[src/design/fsync_pkg.sv]
// ----------------------------------------------------------------------------
// fsync_pkg
// Shared types and constants of the packet frame synchroniser.
// ----------------------------------------------------------------------------
package fsync_pkg;

  typedef enum logic [1:0] {
    MODE_SEARCH  = 2'd0,
    MODE_CONFIRM = 2'd1,
    MODE_SYNCED  = 2'd2,
    MODE_LOSS    = 2'd3
  } mode_t;

  typedef enum logic [1:0] {
    REG_DELIMITER     = 2'd0,
    REG_FOOTER_FIRST  = 2'd1,
    REG_FOOTER_SECOND = 2'd2,
    REG_BAD_LIMIT     = 2'd3
  } cfg_reg_t;

  localparam logic [7:0] DELIMITER_RST     = 8'h24;
  localparam logic [7:0] FOOTER_FIRST_RST  = 8'h0D;
  localparam logic [7:0] FOOTER_SECOND_RST = 8'h0A;
  localparam logic [3:0] BAD_LIMIT_RST     = 4'd2;
  localparam logic [3:0] BAD_COUNT_MAX     = 4'd15;

  typedef struct packed {
    logic [7:0] delimiter;
    logic [7:0] footer_first;
    logic [7:0] footer_second;
    logic [3:0] bad_limit;
  } cfg_regs_t;

  typedef struct packed {
    logic  emit;
    mode_t mode;
  } job_t;

endpackage

[src/design/fsync_if.sv]
// ----------------------------------------------------------------------------
// fsync_if
// Valid/ready channels of the packet frame synchroniser.
// ----------------------------------------------------------------------------
interface fsync_byte_if;
  logic       valid;
  logic       ready;
  logic [7:0] data_byte;

  modport source (output valid, output data_byte, input ready);
  modport sink (input valid, input data_byte, output ready);
endinterface

interface fsync_res_if;
  logic       valid;
  logic       ready;
  logic [7:0] out_byte;
  logic       is_packet;
  logic       last;
  logic [1:0] sync_state;

  modport source (output valid, output out_byte, output is_packet, output last,
                  output sync_state, input ready);
  modport sink (input valid, input out_byte, input is_packet, input last,
                input sync_state, output ready);
endinterface

interface fsync_cfg_if;
  logic       valid;
  logic       ready;
  logic [1:0] index;
  logic [7:0] data;

  modport source (output valid, output index, output data, input ready);
  modport sink (input valid, input index, input data, output ready);
endinterface

[src/design/fsync_ctrl.sv]
// ----------------------------------------------------------------------------
// fsync_ctrl
// Window tracking, delimiter search, byte dropping and the sync state machine.
// ----------------------------------------------------------------------------
module fsync_ctrl
  import fsync_pkg::*;
#(
  parameter int unsigned PACKET_BYTES = 16
) (
  input  logic                            clk,
  input  logic                            rst,
  input  cfg_regs_t                       regs,
  fsync_byte_if.sink                      data,
  input  logic                            job_free,
  output logic                            wr_en,
  output logic                            wr_bank,
  output logic [$clog2(PACKET_BYTES)-1:0] wr_idx,
  output logic [7:0]                      wr_data,
  output logic                            job_start,
  output job_t                            job
);

  localparam int unsigned IW = $clog2(PACKET_BYTES);
  localparam logic [IW-1:0] LAST_IDX = IW'(PACKET_BYTES - 1);
  localparam logic [IW-1:0] FOOT_IDX = IW'(PACKET_BYTES - 2);

  logic [IW-1:0] fill;
  logic [IW-1:0] delim_pos;
  logic [IW-1:0] skip;
  mode_t         mode;
  logic [3:0]    bad_count;
  logic          bank;
  logic [7:0]    head_byte;
  logic [7:0]    foot_byte;

  logic          skipping;
  logic          completing;
  logic          accept;
  logic [7:0]    b;
  logic [IW-1:0] delim_pos_next;
  logic          win_ok;
  logic [3:0]    bad_inc;
  mode_t         mode_next;
  logic [3:0]    bad_count_next;
  logic [IW-1:0] skip_next;
  logic          emit;

  assign b          = data.data_byte;
  assign skipping   = (skip != '0);
  assign completing = !skipping && (fill == LAST_IDX);
  assign data.ready = !completing || job_free;
  assign accept     = data.valid && data.ready;

  assign delim_pos_next = (fill != '0 && delim_pos == '0 && b == regs.delimiter) ?
                          fill : delim_pos;
  assign win_ok = (head_byte == regs.delimiter) && (foot_byte == regs.footer_first) &&
                  (b == regs.footer_second);
  assign bad_inc = (bad_count < BAD_COUNT_MAX) ? bad_count + 4'd1 : bad_count;

  always_comb begin
    mode_next      = mode;
    bad_count_next = bad_count;
    skip_next      = '0;
    emit           = 1'b0;
    unique case (mode)
      MODE_SEARCH: begin
        if (win_ok) begin
          mode_next = MODE_CONFIRM;
        end else if (delim_pos_next != '0) begin
          skip_next = delim_pos_next;
          mode_next = MODE_CONFIRM;
        end
      end
      MODE_CONFIRM: begin
        if (win_ok) begin
          mode_next = MODE_SYNCED;
          emit      = 1'b1;
        end else begin
          mode_next = MODE_SEARCH;
        end
      end
      MODE_SYNCED: begin
        if (win_ok) begin
          emit = 1'b1;
        end else begin
          bad_count_next = 4'd1;
          mode_next      = MODE_LOSS;
        end
      end
      MODE_LOSS: begin
        if (win_ok) begin
          mode_next = MODE_SYNCED;
        end else begin
          bad_count_next = bad_inc;
          if (bad_inc >= regs.bad_limit) begin
            mode_next = MODE_SEARCH;
          end
        end
      end
    endcase
  end

  always_ff @(posedge clk) begin
    if (rst) begin
      fill      <= '0;
      delim_pos <= '0;
      skip      <= '0;
      mode      <= MODE_SEARCH;
      bad_count <= '0;
      bank      <= 1'b0;
    end else if (accept) begin
      if (skipping) begin
        skip <= skip - 1'b1;
      end else if (completing) begin
        fill      <= '0;
        delim_pos <= '0;
        skip      <= skip_next;
        mode      <= mode_next;
        bad_count <= bad_count_next;
        bank      <= ~bank;
      end else begin
        fill      <= fill + 1'b1;
        delim_pos <= delim_pos_next;
      end
    end
  end

  always_ff @(posedge clk) begin
    if (accept && !skipping && fill == '0) begin
      head_byte <= b;
    end
    if (accept && !skipping && fill == FOOT_IDX) begin
      foot_byte <= b;
    end
  end

  assign wr_en     = accept && !skipping;
  assign wr_bank   = bank;
  assign wr_idx    = fill;
  assign wr_data   = b;
  assign job_start = accept && completing;
  assign job       = '{emit: emit, mode: mode_next};

  a_skip_only_confirm: assert property (@(posedge clk) disable iff (rst)
    skip != '0 |-> mode == MODE_CONFIRM)
    else $error("bytes are being dropped outside the confirming state");

  a_stall_only_busy: assert property (@(posedge clk) disable iff (rst)
    !data.ready |-> !job_free && completing)
    else $error("input stalled without a pending window");

  a_window_restart: assert property (@(posedge clk) disable iff (rst)
    job_start |=> fill == '0 && delim_pos == '0)
    else $error("window position not cleared after completion");

endmodule

[src/design/fsync_emit.sv]
// ----------------------------------------------------------------------------
// fsync_emit
// Two-bank window memory and the read pipeline that delivers the results.
// ----------------------------------------------------------------------------
module fsync_emit
  import fsync_pkg::*;
#(
  parameter int unsigned PACKET_BYTES = 16
) (
  input  logic                            clk,
  input  logic                            rst,
  input  logic                            wr_en,
  input  logic                            wr_bank,
  input  logic [$clog2(PACKET_BYTES)-1:0] wr_idx,
  input  logic [7:0]                      wr_data,
  input  logic                            job_start,
  input  job_t                            job,
  output logic                            job_free,
  fsync_res_if.source                     result
);

  localparam int unsigned IW    = $clog2(PACKET_BYTES);
  localparam int unsigned AW    = IW + 1;
  localparam int unsigned DEPTH = 2 ** AW;
  localparam logic [IW-1:0] LAST_IDX = IW'(PACKET_BYTES - 1);

  logic [7:0]    mem [DEPTH];

  logic          job_valid;
  logic          job_emit;
  mode_t         job_mode;
  logic          rd_bank;
  logic [IW-1:0] gen_idx;

  logic          p1_valid;
  logic          p1_pkt;
  logic          p1_last;
  mode_t         p1_mode;
  logic [7:0]    mem_q;

  logic          out_free;
  logic          p1_load_ok;
  logic          p1_move;
  logic          gen_adv;
  logic          gen_last;

  assign out_free   = !result.valid || result.ready;
  assign p1_load_ok = !p1_valid || out_free;
  assign p1_move    = p1_valid && out_free;
  assign gen_adv    = job_valid && p1_load_ok;
  assign gen_last   = !job_emit || (gen_idx == LAST_IDX);
  assign job_free   = !job_valid || (gen_adv && gen_last);

  always_ff @(posedge clk) begin
    if (wr_en) begin
      mem[{wr_bank, wr_idx}] <= wr_data;
    end
    if (gen_adv) begin
      mem_q <= mem[{rd_bank, gen_idx}];
    end
  end

  always_ff @(posedge clk) begin
    if (rst) begin
      job_valid    <= 1'b0;
      gen_idx      <= '0;
      p1_valid     <= 1'b0;
      result.valid <= 1'b0;
    end else begin
      if (job_start) begin
        job_valid <= 1'b1;
        gen_idx   <= '0;
      end else if (gen_adv) begin
        if (gen_last) begin
          job_valid <= 1'b0;
        end
        gen_idx <= gen_idx + 1'b1;
      end
      if (p1_load_ok) begin
        p1_valid <= gen_adv;
      end
      if (out_free) begin
        result.valid <= p1_valid;
      end
    end
  end

  always_ff @(posedge clk) begin
    if (job_start) begin
      job_emit <= job.emit;
      job_mode <= job.mode;
      rd_bank  <= wr_bank;
    end
    if (gen_adv) begin
      p1_pkt  <= job_emit;
      p1_last <= gen_last;
      p1_mode <= job_mode;
    end
    if (p1_move) begin
      result.out_byte   <= p1_pkt ? mem_q : 8'd0;
      result.is_packet  <= p1_pkt;
      result.last       <= p1_last;
      result.sync_state <= p1_mode;
    end
  end

  a_job_interlock: assert property (@(posedge clk) disable iff (rst)
    job_start |-> job_free)
    else $error("new window completed while the previous one is still being read");

  a_status_zero: assert property (@(posedge clk) disable iff (rst)
    result.valid && !result.is_packet |-> result.out_byte == 8'd0 && result.last)
    else $error("status result carries data or is not last");

  a_status_single: assert property (@(posedge clk) disable iff (rst)
    p1_valid && !p1_pkt |-> p1_last)
    else $error("status request not marked last");

endmodule

[src/design/packet_frame_synchronizer_core.sv]
// ----------------------------------------------------------------------------
// packet_frame_synchronizer_core
// Fixed-length frame synchroniser with hysteresis over a byte stream.
//
//   Port    Direction  Carries
//   cfg     sink       register index and write data
//   data    sink       data_byte, one stream byte per request
//   result  source     out_byte, is_packet, last, sync_state
//
// One byte is taken in every cycle; a window's completing byte waits while
// the previous window is still being read out. A completed window is read
// out of a two-bank memory one entry per cycle unless the result stalls, so
// a window of bytes is delivered while the next one fills. Reset is
// synchronous and needs no clearing pass. A stalled result holds its register.
// ----------------------------------------------------------------------------
module packet_frame_synchronizer_core
  import fsync_pkg::*;
#(
  parameter int unsigned PACKET_BYTES = 16
) (
  input  logic        clk,
  input  logic        rst,
  fsync_cfg_if.sink   cfg,
  fsync_byte_if.sink  data,
  fsync_res_if.source result
);

  localparam int unsigned IW = $clog2(PACKET_BYTES);

  cfg_regs_t     regs;
  logic          wr_en;
  logic          wr_bank;
  logic [IW-1:0] wr_idx;
  logic [7:0]    wr_data;
  logic          job_start;
  job_t          job;
  logic          job_free;

  assign cfg.ready = 1'b1;

  always_ff @(posedge clk) begin
    if (rst) begin
      regs.delimiter     <= DELIMITER_RST;
      regs.footer_first  <= FOOTER_FIRST_RST;
      regs.footer_second <= FOOTER_SECOND_RST;
      regs.bad_limit     <= BAD_LIMIT_RST;
    end else if (cfg.valid) begin
      unique case (cfg_reg_t'(cfg.index))
        REG_DELIMITER:     regs.delimiter     <= cfg.data;
        REG_FOOTER_FIRST:  regs.footer_first  <= cfg.data;
        REG_FOOTER_SECOND: regs.footer_second <= cfg.data;
        REG_BAD_LIMIT:     regs.bad_limit     <= cfg.data[3:0];
      endcase
    end
  end

  fsync_ctrl #(
    .PACKET_BYTES(PACKET_BYTES)
  ) u_ctrl (
    .clk       (clk),
    .rst       (rst),
    .regs      (regs),
    .data      (data),
    .job_free  (job_free),
    .wr_en     (wr_en),
    .wr_bank   (wr_bank),
    .wr_idx    (wr_idx),
    .wr_data   (wr_data),
    .job_start (job_start),
    .job       (job)
  );

  fsync_emit #(
    .PACKET_BYTES(PACKET_BYTES)
  ) u_emit (
    .clk       (clk),
    .rst       (rst),
    .wr_en     (wr_en),
    .wr_bank   (wr_bank),
    .wr_idx    (wr_idx),
    .wr_data   (wr_data),
    .job_start (job_start),
    .job       (job),
    .job_free  (job_free),
    .result    (result)
  );

endmodule
[src/flat_wrapper.sv]
// flat-port wrapper written by rule: the top's interface ports become plain ports
module packet_frame_synchronizer_core_flat import fsync_pkg::*;
#(
  parameter int unsigned PACKET_BYTES = 16
)
  (clk, rst, cfg_valid, cfg_index, cfg_data, cfg_ready, data_valid, data_data_byte, data_ready, result_valid, result_out_byte, result_is_packet, result_last, result_sync_state, result_ready);
  fsync_cfg_if cfg_i ();
  fsync_byte_if data_i ();
  fsync_res_if result_i ();
  input  logic clk;
  input  logic rst;
  input wire logic [$bits(cfg_i.valid)-1:0] cfg_valid;
  input wire logic [$bits(cfg_i.index)-1:0] cfg_index;
  input wire logic [$bits(cfg_i.data)-1:0] cfg_data;
  output wire logic [$bits(cfg_i.ready)-1:0] cfg_ready;
  input wire logic [$bits(data_i.valid)-1:0] data_valid;
  input wire logic [$bits(data_i.data_byte)-1:0] data_data_byte;
  output wire logic [$bits(data_i.ready)-1:0] data_ready;
  output wire logic [$bits(result_i.valid)-1:0] result_valid;
  output wire logic [$bits(result_i.out_byte)-1:0] result_out_byte;
  output wire logic [$bits(result_i.is_packet)-1:0] result_is_packet;
  output wire logic [$bits(result_i.last)-1:0] result_last;
  output wire logic [$bits(result_i.sync_state)-1:0] result_sync_state;
  input wire logic [$bits(result_i.ready)-1:0] result_ready;
  assign cfg_i.valid = cfg_valid;
  assign cfg_i.index = cfg_index;
  assign cfg_i.data = cfg_data;
  assign cfg_ready = cfg_i.ready;
  assign data_i.valid = data_valid;
  assign data_i.data_byte = data_data_byte;
  assign data_ready = data_i.ready;
  assign result_valid = result_i.valid;
  assign result_out_byte = result_i.out_byte;
  assign result_is_packet = result_i.is_packet;
  assign result_last = result_i.last;
  assign result_sync_state = result_i.sync_state;
  assign result_i.ready = result_ready;
  packet_frame_synchronizer_core #(.PACKET_BYTES(PACKET_BYTES)) u_core (.clk(clk), .rst(rst), .cfg(cfg_i), .data(data_i), .result(result_i));
endmodule
[config.mk]
export PLATFORM = sky130hd
export DESIGN_NAME = packet_frame_synchronizer_core_flat
export DESIGN_NICKNAME = d
export VERILOG_FILES = /design/src/design/fsync_pkg.sv /design/src/design/fsync_if.sv /design/src/design/fsync_ctrl.sv /design/src/design/fsync_emit.sv /design/src/design/packet_frame_synchronizer_core.sv /design/src/flat_wrapper.sv
export SDC_FILE = /design/constraint.sdc
export NUM_CORES = 1
export LEC_CHECK = 0
export BUFFER_PORTS_ARGS = -buffer_cell sky130_fd_sc_hd__buf_2
export CORE_UTILIZATION = 30
export CTS_BUF_LIST = sky130_fd_sc_hd__clkbuf_16
export DETAILED_ROUTE_END_ITERATION = 6
export PLACE_DENSITY = 0.49
export SKIP_CTS_REPAIR_TIMING = 1
export SYNTH_ARGS = -nofsm -noshare
export SYNTH_HDL_FRONTEND = slang
export SYNTH_SLANG_ARGS = --single-unit
[constraint.sdc]
create_clock -name clk -period 2.62 [get_ports clk]
set_clock_uncertainty 0.15 [all_clocks]
set_input_delay 0.524 -clock clk [delete_from_list [all_inputs] [get_ports clk]]
set_output_delay 0.524 -clock clk [all_outputs]
set_load 0.03 [all_outputs]
# After elaboration in Yosys (flattened, before gate mapping)
# Memories as Yosys holds them, arrays and structs flattened. A register that Yosys moved wholly into a read port is not among the register bits.
# Cells that the tools add are included.
# W data, S select, Z words.
# op_classes
mux,25
n_mul,0
shift,0
div,0
n_reduce_logical,46
n_lt_le_gt_ge,2
addsub,4
n_eq_ne,15
n_bitwise,2
# op_table
operator,count
$mux W4,11
$eq A8 B8 Y1,4
$reduce_and A2 Y1,7
$logic_and A1 B1 Y1,13
$add A4 B1 Y4 const B,3
$eq A4 B4 Y1 const B,3
$mux W2,6
$reduce_bool A4 Y1,3
$eq A2 B2 Y1 const B,4
$logic_not A4 Y1,2
$pmux W2 S4,1
$pmux W4 S2,1
$reduce_bool A2 Y1,4
$logic_not A1 Y1,6
$mux W1,6
$reduce_and A6 Y1,1
$logic_or A1 B1 Y1,5
$eq A2 B1 Y1 const B,2
$ge A4 B4 Y1,1
$logic_not A2 Y1,2
$lt A4 B4 Y1 const B,1
$ne A2 B2 Y1 const B,2
$reduce_or A2 Y1,2
$sub A4 B1 Y4 const B,1
2 further kinds,3
# word_totals
input_bits,23
register_bits,90
romBits,0
n_memories,1
ramBits,256
latchBits,0
# memory_table
name,depth,word_bits,rd,rd_clocked_by_memory_dff,wr,line_no,rtl
u_core.u_emit.mem,32,8,1,1,1,fsync_emit.sv:27,logic [7:0] mem [DEPTH];

# Longest topological paths before layout
# depth
word_depth,11
depth_mapped,10
mapped_depth_nobuf,10

# Hierarchy
# Synthesis repeated with hierarchy kept, for this count alone.
# unflattened
cells_unflattened,931
hier_area_um2,14776.7
# by_module_without_submodules
module,cells_each,area_each_um2,n_inst
fsync_emit,576,11339.6,1
fsync_ctrl,242,2277.2,1
packet_frame_synchronizer_core,113,1159.9,1

# Worst setup path after synthesis
# No wires, ideal clock.
# synth_timing
kind,register to register
startpoint,reg u_core.u_ctrl.skip[0]
endpoint,"mem u_core.u_emit.mem[14][0], enable pin"
slack_ns,-0.083
stages_incl_launch_ff,8
setup_ns,0.383
required_ns,2.087
n_path_buf,0
t_arrival_ns,2.169
path_cell_list,dfxtp_1 -> inv_1 -> ha_1 -> nor3b_2 -> nand2_1 -> a31oi_2 -> nand2_1 -> nor3_1
# synth_between
elab_chain_cells,9
# synth_lines
item,line_no,rtl
start: declaration,fsync_ctrl.sv:29,logic [IW-1:0] skip;
start signal: assignment,fsync_ctrl.sv:113,skip <= skip - 1'b1;
start signal: assignment,fsync_ctrl.sv:117,skip <= skip_next;
$reduce_bool A4 Y1 *,fsync_ctrl.sv:49,assign skipping = (skip != '0);
$logic_not A1 Y1 *,"fsync_ctrl.sv:50, fsync_ctrl.sv:137",
$logic_and A1 B1 Y1,fsync_ctrl.sv:50,assign completing = !skipping && (fill == LAST_IDX);
$logic_not A1 Y1,fsync_ctrl.sv:51,assign data.ready = !completing || job_free;
$logic_or A1 B1 Y1,fsync_ctrl.sv:51,
$logic_and A1 B1 Y1,fsync_ctrl.sv:52,assign accept = data.valid && data.ready;
$logic_and A1 B1 Y1 *,fsync_ctrl.sv:137,assign wr_en = accept && !skipping;
$mux W1 *,fsync_emit.sv:55,if (wr_en) begin
$mux W1 (not written as such) *,fsync_emit.sv:56,"mem[{wr_bank, wr_idx}] <= wr_data;"
end: declaration,fsync_emit.sv:27,
# Every way passes the cells marked *; elsewhere a longest branch is shown, timed or not.

# Final worst setup path
# layout_timing
startpoint,reg u_core.u_emit.gen_idx[0]
endpoint,out data_ready
# layout_between
elab_chain_cells,5
# layout_lines
item,line_no,rtl
start: declaration,fsync_emit.sv:33,logic [IW-1:0] gen_idx;
start signal: assignment,fsync_emit.sv:77,gen_idx <= gen_idx + 1'b1;
$eq A4 B4 Y1,fsync_emit.sv:51,assign gen_last = !job_emit || (gen_idx == LAST_IDX);
$logic_or A1 B1 Y1,fsync_emit.sv:51,
$logic_and A1 B1 Y1,fsync_emit.sv:52,assign job_free = !job_valid || (gen_adv && gen_last);
$logic_or A1 B1 Y1,fsync_emit.sv:52,
$logic_or A1 B1 Y1,fsync_ctrl.sv:51,
end: declaration,flat_wrapper.sv:18,output wire logic [$bits(data_i.ready)-1:0] data_ready;
# No other way between the ends.

==> results.cfg <==
[sta]
setup-violations-final = 0
fin_crit_sh_pct = 95.8
slew_viol_final = 0
fin_crit_ps = 2510
relSlewSlack_pct = 55.5
finalHoldViolations = 0
max_freq_mhz = 399
worstMarginPinSlew_ps = 666
layout_setup_ws_ps = 111
rsz0062_at_grt = false

[critical_path]
critPathKind = register to primary output
path_cells = ha_2, nand3_1, a21bo_2, buf_4, nand4_1, buf_6
slowest_stage = dfxtp_4
critPathArrivalTime_ps = 1840
crit_path_max_fanout = 5
cp-start-kind = register
cp.required_ps = 1950
path_buf_inv = 2
end_kind = primary output
cp_top_family = flip-flops
crit_path_max_incr_delay_ps = 380

[yosys]
ys.flop_type = edfxtp_1
synth_top_family_by_area = multiplexers
avgSynthCellArea_um2 = 17.3
synth_top_cell_by_area = edfxtp_1
synth_compound_area_share_pct = 2.88
synth_fa_ha_area_share_pct = 1.31
synthArstFlopShare_pct = 0
synth_edf_count = 300
yosys.area_share.simple_pct = 6.51
synth_fp_nets = 862
synth_mux_area_share_pct = 14.4
syn_area_mm2 = 0.0143
synthXorXnorAreaFrac_pct = 2.39
ys_seq_area_share_pct = 70.7
synth-seq-cells = 354
synthCells = 824
synth.top_cells.by_area = edfxtp_1, mux4_2, dfxtp_1
yosysWarningCount = 0
yosys.area.top_type_share_pct = 63.1
yosys.cell_types.count = 62

[clock_network]
cts.clk_slew.worst_paths_ps = 60
tritoncts = built
insertion_delay_ps = 540
numClockSinks = 354
h-tree-depth = 2
clockBufferDepth = 3
cts_buffers = 40
root_buffer = clkbuf_16

[cells_and_area]
postLayoutCoreUtil_pct = 36.2
final_cell_mix = edfxtp_1, mux4_2, buf_4, nor2_1, nand2_1
drive_above_1_share_pct = 28.9
nFillCells = 4378
n_antenna_cell = 0
mostFrequentLayoutCell = edfxtp_1
stdcell_count = 1586
fin_nets = 985
syn_to_final_growth_pct = 18.7

[min_path]
hp-class = primary input to register

[detailed_routing]
dr.pass1.iters = 7
antenna_left = 0
drtIter0Drc = 496
remaining_drc_errors = 4
vias = 7492
wl_per_cell_um = 20.5
avgViaCountPerCell = 4.72
wl_um = 32500

[power]
worst_ir_drop_vdd_v = 0.000392
leakagePower_nw = 5.68
p_per_area_mw_per_mm2 = 709

[placement]
gp_congestion = 0.757
dpl.cell_count = 1510
post-place-ws_ps = 63.0
dp_hpwl_um = 21200
portBuffers = 36

[floorplan]
dieHeight_um = 220
pin_count = 38
die_width_um = 220
coreArea_mm2 = 0.0468
std_cell_rows = 79
die_area_mm2 = 0.0485
start_util_pct = 30.5

[global_route]
antenna_found_initial = 1
grt_pass1_vias = 7555
track_usage_pct = 13.8
gr-total-overflow = 0
grt_max_degree = 50
grt_pass1_wl_um = 49000

[outcome]
run_status = complete, but fails checks
failed_checks = design-rule violations

[run]
cap_violations = 0
## where the power goes
group          total [mW]  internal [mW]  switching [mW]
sequential           6.22           6.19          0.0396
combinational       0.482          0.172           0.310
clock                5.30           3.05            2.25
total                12.0           9.41            2.60
## synth_stat cells, drive strengths merged, types with 2 or more instances
cell type,instances
ha,15
xor2,36
a21oi,22
mux2i,15
mux4,80
nand3b,3
nor3,6
inv,15
mux2,9
a31o,2
a31oi,4
nand3,15
nand2b,2
nand4,7
nand2,59
or4,2
clkbuf,19
nor3b,2
o21ai,5
nor2b,2
nor2,71
a41o,2
or3b,3
buf,17
and2,11
edfxtp,300
a21o,4
xnor2,3
dfxtp,54
and3,3
a221oi,3
or2,5
a22oi,5
o22ai,2
nor4,7
## worst register-to-register path, delay by kind of cell, from the launching register on
family	cells	cell delay [ps]
buffers and inverters	1	250
muxes	3	1450
DFF	1	380
## registers in the layout, summed over array words and instances, names as in the netlist, 2 cells and up
register                         flops
u_core.regs                         28
u_core.u_ctrl.bad_count              4
u_core.u_ctrl.delim_pos              4
u_core.u_ctrl.foot_byte              8
u_core.u_ctrl.head_byte              8
u_core.u_ctrl.mode                   2
u_core.u_ctrl.skip                   4
u_core.u_ctrl.wr_idx                 4
u_core.u_emit.gen_idx                4
u_core.u_emit.job_mode               2
u_core.u_emit.mem                  256
u_core.u_emit.mem_q                  8
u_core.u_emit.p1_mode                2
u_core.u_emit.result.out_byte        8
u_core.u_emit.result.sync_state      2
## layout make-up
class                   count  area, um^2  area share, %
repair buffers            117         845           4.98
well taps                 607         759           4.48
clock buffers              41        1030           6.05
multi-input cells         418        3940           23.3
flip-flops and latches    354       10100           59.6
clock inverters            33         219           1.29
inverters                  16        61.3          0.362
## path summary, 6_finish.rpt
path	from	endpoint	slack, ps	cells past startpoint
setup / recovery	u_core.u_emit.gen_idx[0]$_SDFFE_PP0P_	data_ready	110	6
hold / removal	cfg_data[5]	u_core.regs[25]$_SDFFE_PP1P_	90	3
setup reg to reg	u_core.u_emit.gen_idx[0]$_SDFFE_PP0P_	u_core.u_emit.mem_q[6]$_DFFE_PP_	140	4
hold reg to reg	u_core.u_emit.p1_last$_DFFE_PP_	u_core.u_emit.result.last$_DFFE_PP_	280	0
## stage by stage
step / area [um^2] / hold WS (ps) / TNS (ps) / power, mW
2_1_floorplan: 14300 / 250 / -1320 / 6.57
3_3_place_gp: 15700 / 257 / 0 / 6.83
3_5_place_dp: 15700 / 264 / 0 / 6.83
4_1_cts: 16900 / 67.3 / -50.6 / 12.2
5_1_grt: 16900 / 89.1 / 0 / 12.4
6_report: 16900 / 88.3 / 0 / 12.0
## logic make-up after synthesis
logic type | after synthesis
AND/OR/NAND/NOR | 200
flip-flops | 354
AO/OA/AOI/OAI | 59
XOR/XNOR | 39
buffers and inverters | 52
multiplexers | 104
adder cells (fa/ha/maj) | 15
other | 1
## metal layers
metal / vias up / track usage (%) / routed length [um]
met5: - / 0 / 0
li1: 3453 / - / -
met4: 0 / 4.57 / 761
met1: 3822 / 19.8 / 15500
met3: 57 / 2.31 / 1330
met2: 160 / 21.1 / 14900
(Power assumes the default switching activity.)
